[src/sevc_pkg.sv]
// Package for the streaming edge vertex clustering block.
// Holds the shared types, operation codes and constants. No dependencies.
`timescale 1ns / 1ps

package sevc_pkg;

   localparam int unsigned NUM_VERTICES = 65536;
   localparam int unsigned VTX_W = $clog2(NUM_VERTICES);
   localparam int unsigned CL_W = 17;
   localparam int unsigned WORD_W = 32;
   localparam logic [WORD_W-1:0] WORD_MAX = '1;
   localparam logic [CL_W-1:0] CL_NONE = '1;
   localparam logic [VTX_W:0] LAST_ID = (VTX_W+1)'(NUM_VERTICES - 1);

   typedef enum logic [1:0] {
      OP_DEGREE  = 2'd0,
      OP_CLUSTER = 2'd1,
      OP_READ    = 2'd2,
      OP_NONE    = 2'd3
   } op_type;

   typedef enum logic [0:0] {
      CSR_THRESHOLD  = 1'b0,
      CSR_MAX_VOLUME = 1'b1
   } csr_idx_type;

   // Controller sequence. The steps between ST_IDLE and ST_RESP each drive one datapath round.
   typedef enum logic [3:0] {
      ST_CLEAR,
      ST_IDLE,
      ST_RD_VTX,
      ST_WR_DEG,
      ST_ASSIGN,
      ST_RD_VOL,
      ST_MOVE,
      ST_WR_MOVE,
      ST_RESP
   } state_type;

   typedef struct packed {
      logic clear;
      logic capture;
      logic rd_vtx;
      logic wr_deg;
      logic assign_ids;
      logic rd_vol;
      logic move;
      logic wr_move;
      logic load_rsp;
   } cmd_type;

   typedef struct packed {
      logic clear_done;
      logic is_degree;
      logic is_cluster;
   } status_type;

   function automatic logic [WORD_W-1:0] sat_add(input logic [WORD_W-1:0] a,
                                                 input logic [WORD_W-1:0] b);
      logic [WORD_W:0] s;
      s = {1'b0, a} + {1'b0, b};
      return s[WORD_W] ? WORD_MAX : s[WORD_W-1:0];
   endfunction

   function automatic logic [WORD_W-1:0] sat_sub(input logic [WORD_W-1:0] a,
                                                 input logic [WORD_W-1:0] b);
      return (a > b) ? a - b : '0;
   endfunction

endpackage

[src/sevc_ctrl.sv]
// Controller state machine of the edge vertex clustering block.
// Depends on sevc_pkg for the state, command and status types.
`timescale 1ns / 1ps

module sevc_ctrl (
   input  logic                 clock,
   input  logic                 reset,
   input  logic                 req_valid,
   output logic                 req_ready,
   output logic                 rsp_valid,
   input  logic                 rsp_ready,
   input  sevc_pkg::status_type status,
   output sevc_pkg::cmd_type    cmd
);

   sevc_pkg::state_type state_ff, state_in;
   logic rsp_valid_ff, rsp_valid_in;

   always_ff @(posedge clock) begin
      if (reset) begin
         state_ff     <= sevc_pkg::ST_CLEAR;
         rsp_valid_ff <= 1'b0;
      end else begin
         state_ff     <= state_in;
         rsp_valid_ff <= rsp_valid_in;
      end
   end

   assign rsp_valid = rsp_valid_ff;

   always_comb begin
      state_in     = state_ff;
      cmd          = '0;
      req_ready    = 1'b0;
      rsp_valid_in = rsp_valid_ff && !rsp_ready;
      unique case (state_ff)
         sevc_pkg::ST_CLEAR: begin
            cmd.clear = 1'b1;
            if (status.clear_done) state_in = sevc_pkg::ST_IDLE;
         end
         sevc_pkg::ST_IDLE: begin
            req_ready = 1'b1;
            if (req_valid) begin
               cmd.capture = 1'b1;
               state_in    = sevc_pkg::ST_RD_VTX;
            end
         end
         sevc_pkg::ST_RD_VTX: begin
            cmd.rd_vtx = 1'b1;
            if (status.is_degree) state_in = sevc_pkg::ST_WR_DEG;
            else if (status.is_cluster) state_in = sevc_pkg::ST_ASSIGN;
            else state_in = sevc_pkg::ST_RESP;
         end
         sevc_pkg::ST_WR_DEG: begin
            cmd.wr_deg = 1'b1;
            state_in   = sevc_pkg::ST_RESP;
         end
         sevc_pkg::ST_ASSIGN: begin
            cmd.assign_ids = 1'b1;
            state_in       = sevc_pkg::ST_RD_VOL;
         end
         sevc_pkg::ST_RD_VOL: begin
            cmd.rd_vol = 1'b1;
            state_in   = sevc_pkg::ST_MOVE;
         end
         sevc_pkg::ST_MOVE: begin
            cmd.move = 1'b1;
            state_in = sevc_pkg::ST_WR_MOVE;
         end
         sevc_pkg::ST_WR_MOVE: begin
            cmd.wr_move = 1'b1;
            state_in    = sevc_pkg::ST_RESP;
         end
         sevc_pkg::ST_RESP: begin
            // Wait until the output register is free before loading it.
            if (!rsp_valid_ff || rsp_ready) begin
               cmd.load_rsp = 1'b1;
               rsp_valid_in = 1'b1;
               state_in     = sevc_pkg::ST_IDLE;
            end
         end
         default: state_in = sevc_pkg::ST_IDLE;
      endcase
   end

endmodule

[config.mk]
export PLATFORM = sky130hd
export DESIGN_NAME = sevc_ctrl
export DESIGN_NICKNAME = d
export VERILOG_FILES = /design/src/sevc_pkg.sv /design/src/sevc_ctrl.sv
export SDC_FILE = /design/constraint.sdc
export NUM_CORES = 1
export LEC_CHECK = 0
export BUFFER_PORTS_ARGS = -buffer_cell sky130_fd_sc_hd__buf_2
export CORE_AREA = 4 4 41 43
export CTS_CLUSTER_SIZE = 10
export DETAILED_ROUTE_END_ITERATION = 6
export DIE_AREA = 0 0 45 47
export GPL_TIMING_DRIVEN = 0
export PLACE_DENSITY = 0.57
export SLEW_MARGIN = 40
export SYNTH_ARGS = -nofsm -noshare
export SYNTH_HDL_FRONTEND = slang
export SYNTH_SLANG_ARGS = --single-unit
[constraint.sdc]
create_clock -name clock -period 2.5 [get_ports clock]
set_clock_uncertainty 0.15 [all_clocks]
set_input_delay 0 -clock clock [delete_from_list [all_inputs] [get_ports clock]]
set_output_delay 0 -clock clock [all_outputs]
set_load 0.005 [all_outputs]
==> impl_metrics.tcl, run 1 <==
set metrics [dict create \
    synthesis.area_um2 342 \
    cts_max_level 1 \
    fmax_mhz 619 \
    syn-num-nets 51 \
    synth_area_leaders "dfxtp_1 (29%), nor3_1 (8.8%), a21oi_1 (5.9%)" \
    max_slew.worst_pin.slew_ps 412 \
    n_antenna_cell 0 \
    post-cts-setup-buffers 0 \
    clockPowerShare 0.399 \
    worstPathArrival_ps 1470 \
    core_um2 1300 \
    critPathTopFamily "simple AND/OR/NAND/NOR gates" \
    max_cap_viol_count 0 \
    synthCells 44 \
    crit_required_ps 2350 \
    crit_path_end_kind "output pin" \
    synth_top_area_cell "dfxtp_1" \
    internal_power_mw 0.173 \
    grt_max_degree 11 \
    final.setup.worst_slack_ps 884 \
    slew_viol_final 0 \
    clock_path_buffers 2 \
    grt_pass1_vias 386 \
    routed_wl_um 933 \
    avgSynthCellArea_um2 7.76 \
    dieArea_um2 2120 \
    hold_slack_ps 37.1 \
    path_depth 4 \
    critPathLaunchType "flop" \
    synth_edf_count 0 \
    dpl-instance-area_um2 445 \
    track_usage 0.0979 \
    place_congestion 0.711 \
    drt_first_iter_violations 9 \
    via_count 389 \
    initial_core_util 0.263 \
    min_period_ps 1620 \
    dr.pass1.iters 3 \
    cts.sinks 5 \
    holdPathStages 4 \
    yosysWarnings 0 \
    critPathKind "flop to output pin" \
    cpPeakStageDelay_ps 460 \
    crit_fanout 10 \
    postRouteAntennaNets 0 \
    path_buf_inv 2 \
    hold_violations 0 \
    rows 13 \
    final_cell_area_um2 512 \
    clk_pin_slew_worst_paths_ps 40 \
    pwr-share-comb 0.236 \
    slowest_stage "or4b_4" \
    io_pins 18 \
    fin_cells 84 \
    final_layout_size_suffix_gt1_frac 0.377 \
    cts.repair.resized 0 \
    ys_async_sr_fraction 0 \
    synth_top_area_share 0.293 \
    hold_class "input pin to flop" \
    final_cell_mix "buf_2 (17), nor3_1 (6), dfxtp_1 (5)" \
    fin_tns_setup_ps 0 \
    grt-ovfl-total 0 \
    cts_buffers 3 \
    cts_tree "done" \
    layout.nets 77 \
    port_buffers 17 \
    path_cells "buf_6 > or4b_4 > and2b_2 > buf_2" \
    cellPowerDensity_nw_per_um2 461 \
    ir_drop_v 0.000297 \
    synthFlopType "dfxtp_1" \
    fill_cells 149 \
    power_mw 0.236 \
    post-route-period-util 0.647 \
    hold_buffers 4 \
    grt_pass1_wl_mm 1.51 \
    yosysSeqAreaShare 0.293 \
    final_common_cell "buf_2" \
    clk_latency_ps 240 \
    p_sw_frac 0.268 \
    rsz0062_at_grt "false" \
    ys_types 22 \
    status "finished clean" \
    max_slew_margin 0.725 \
    pre_cts_ws_ps 988 \
    grt_antenna_before_repair 0 \
    root_buffer "clkbuf_4" \
    r2r_cells 4 \
    seq_power_share 0.365 \
    fp.dieH_um 47 \
    drc 0 \
    p_sw_mw 0.0633 \
    synth.ff_latch_count 5 \
    die_w_um 45 \
    setup_viol 0 \
    vias_per_cell 4.63 \
    placed_cells 76 \
    final_util 0.393 \
    hpwlAfterDp_um 634 \
    p_leak_nw 0.240 \
    routedWlPerCell_um 11.1 \
    area_growth_pct 49.8 \
]
[synth_stat cells, drive strengths merged, types with 2 or more instances]
| cell type | instances |
|---|---|
| inv | 2 |
| o21bai | 2 |
| dfxtp | 5 |
| nor3 | 6 |
| clkbuf | 3 |
| o21ai | 2 |
| nor2 | 3 |
| nand2b | 4 |
| and2b | 2 |
| a21oi | 4 |
[power groups by stage]
stage	Combinational (mW)	Clock, mW	Sequential, mW
6_report	0.0556	0.0942	0.0861
5_1_grt	0.0630	0.103	0.0865
4_1_cts	0.0554	0.0967	0.0860
3_5_place_dp	0.0503	0	0.0874
3_3_place_gp	0.0503	0	0.0873
2_1_floorplan	0.0315	0	0.0870
[worst min-delay path: stages]
cell and delay [ps]:
buf_2 110, inv_1 40, a31oi_1 150, a2111oi_0 70
[state kept, by name, indices dropped and copies added (netlist names)]
name and flops:
state_ff 4, rsp_valid 1
[metal layers]
metal | vias up | global-route usage | share of wire | wire, um
met4 | 0 | 0.0175 | 0 | 0
li1 | 206 | - | - | -
met2 | 7 | 0.181 | 0.56 | 518
met1 | 176 | 0.102 | 0.40 | 373
met3 | 0 | 0.0460 | 0.043 | 40
met5 | - | 0 | 0 | 0
[final timing paths]
check / startpoint / end / slack, ps
worst max-delay path: state_ff[3]$_SDFFE_PP0P_ / cmd[0] / 880
worst max register to register: state_ff[3]$_SDFFE_PP0P_ / state_ff[0]$_SDFFE_PP0P_ / 980
worst min register to register: rsp_valid$_SDFF_PP0_ / rsp_valid$_SDFF_PP0_ / 380
worst min-delay path: status[1] / state_ff[2]$_SDFFE_PP0P_ / 40
[cells by family (layout without fill, tap and decap cells)]
group / after synthesis / after routing / synth area share
and+or+nand+nor: 20 / 20 / 0.359
AOI/OAI and AO/OA: 12 / 12 / 0.227
buffers and inverters: 6 / 31 / 0.0879
DFF: 5 / 5 / 0.293
muxes: 1 / 1 / 0.0330
[final cells by class]
type                    instances  area, um^2  share of cell area
plain buffers                   4        22.5              0.0440
well taps                      15        18.8              0.0367
clock buffers                   4        26.3              0.0513
repair buffers                 21         125               0.244
inverters                       2        7.51              0.0147
multi-input cells              33         211               0.413
flip-flops and latches          5         100               0.196
(Power assumes the default switching activity.)
==> run 2: changes to the inputs <==
clock period = 1.7 ns   (was 2.5 ns; I/O delays follow)
==> run 2 against run 1 <==
  * Sequential power is 48% higher
  * Critical endpoint unchanged
  * Final cell count is the same
  * Wire length increased by 1.1%
  * Largest cell class unchanged
  * Die area unchanged
  * Critical path depth did not move
  * Global-route usage is the same
  * Power increased by 47%
  * Largest power group unchanged
  * Final area increased by 0.24%
  * Clock power is 46% higher
==> impl_metrics.tcl, run 2 (synthesized netlist as in run 1, its figures left out) <==
set metrics [dict create \
    status "finished clean" \
    cts.sinks 5 \
    final_layout_size_suffix_gt1_frac 0.391 \
    setup_viol 0 \
    crit_path_end_kind "output pin" \
    power_mw 0.348 \
    die_w_um 45 \
    hold_violations 0 \
    crit_fanout 10 \
    clock_path_buffers 2 \
    final_util 0.394 \
    post-cts-setup-buffers 0 \
    dieArea_um2 2120 \
    core_um2 1300 \
    post-route-period-util 0.950 \
    max_slew.worst_pin.slew_ps 352 \
    r2r-end "state_ff[0]$_SDFFE_PP0P_" \
    hpwlAfterDp_um 634 \
    grt_max_degree 11 \
    grt-ovfl-total 0 \
    critPathKind "flop to output pin" \
    hold_slack_ps 35.9 \
    fmax_mhz 619 \
    hold_class "input pin to flop" \
    track_usage 0.0979 \
    cellPowerDensity_nw_per_um2 677 \
    drt_first_iter_violations 9 \
    final_cell_mix "buf_2 (17), nor3_1 (6), dfxtp_1 (5)" \
    fp.dieH_um 47 \
    fill_cells 151 \
    multi_input_area_um2 211 \
    ir_drop_v 0.000436 \
    cts_tree "done" \
    layout.nets 77 \
    largest_register "state_ff" \
    drc 0 \
    p_leak_nw 0.244 \
    via_count 401 \
    clk_pin_slew_worst_paths_ps 40 \
    min-delay-start "status[1]" \
    holdPathEnd "state_ff[2]$_SDFFE_PP0P_" \
    crit_required_ps 1550 \
    clk_latency_ps 240 \
    fin_tns_setup_ps 0 \
    ff_latch_area_um2 100 \
    routedWlPerCell_um 11.2 \
    r2r_slack_ps 180 \
    final_common_cell "buf_2" \
    initial_core_util 0.263 \
    io_pins 18 \
    area_growth_pct 50.2 \
    worstPathArrival_ps 1470 \
    slew_viol_final 0 \
    place_congestion 0.711 \
    rows 13 \
    grt_antenna_before_repair 0 \
    largest_register_ffs 4 \
    grt_pass1_vias 386 \
    r2r-start "state_ff[3]$_SDFFE_PP0P_" \
    vias_per_cell 4.77 \
    routed_wl_um 943 \
    dr.pass1.iters 4 \
    max_slew_margin 0.759 \
    cts_max_level 1 \
    critPathLaunchType "flop" \
    root_buffer "clkbuf_4" \
    n_antenna_cell 0 \
    min_period_ps 1620 \
    grt_pass1_wl_mm 1.51 \
    rsz0062_at_grt "false" \
    holdPathStages 4 \
    max_cap_viol_count 0 \
    port_buffers 17 \
    cts_buffers 3 \
    r2r_cells 4 \
    postRouteAntennaNets 0 \
]
[run 2: cell counts in the layout (fill, tap and decap cells not counted)]
No cell type changed its count.
[run 2: how the worst max path moves through the flow]
stage / slack, ps / startpoint / cells past startpoint / to
4_1_cts: 80 / state_ff[0]$_SDFFE_PP0P_ / 5 / cmd[7]
6_report: 80 / state_ff[3]$_SDFFE_PP0P_ / 4 / cmd[0]
3_3_place_gp: 190 / state_ff[3]$_SDFFE_PP0P_ / 4 / state_ff[0]$_SDFFE_PP0P_
3_5_place_dp: 190 / state_ff[3]$_SDFFE_PP0P_ / 4 / state_ff[0]$_SDFFE_PP0P_
2_1_floorplan: 240 / state_ff[3]$_SDFFE_PP0P_ / 4 / state_ff[0]$_SDFFE_PP0P_
5_1_grt: 30 / state_ff[3]$_SDFFE_PP0P_ / 4 / cmd[0]
[run 2: report_power, final]
group	leakage (nW)	switching, mW	internal, mW
registers	0.0407	0.00379	0.123
clock network	0.0150	0.0491	0.0888
logic	0.188	0.0401	0.0424
[run 2: per-stage QoR]
stage          instance area [um^2]  cells  setup WS [ps]
4_1_cts                         512     84           75.9
5_1_grt                         513     84           26.1
2_1_floorplan                   342     44            237
3_5_place_dp                    445     76            188
3_3_place_gp                    445     76            186
6_report                        513     84           84.8
[run 2: cell type report]
class,count,share of cell area
Multi-Input combinational cell,33,0.412
Timing Repair Buffer,21,0.244
Sequential cell,5,0.195
Clock buffer,4,0.0512
Buffer,4,0.0463
Tap cell,15,0.0366
Inverter,2,0.0146
[run 2: critical path: stages (launching register included)]
cell,delay (ps)
dfxtp_1,310
buf_6,130
or4b_4,460
and2b_2,210
buf_2,100
[run 2: what timing repair did]
item | CTS | global route
endpoints found under the setup margin | 0 | 1
hold buffers | 4 | 0
hold endpoints to repair | 5 | 0
resized for setup | 0 | 2
[run 2: per-layer routing]
layer  track usage  share of wire
met1         0.102           0.39
met2         0.181           0.55
met3        0.0460          0.052
met4        0.0175              0
met5             0              0
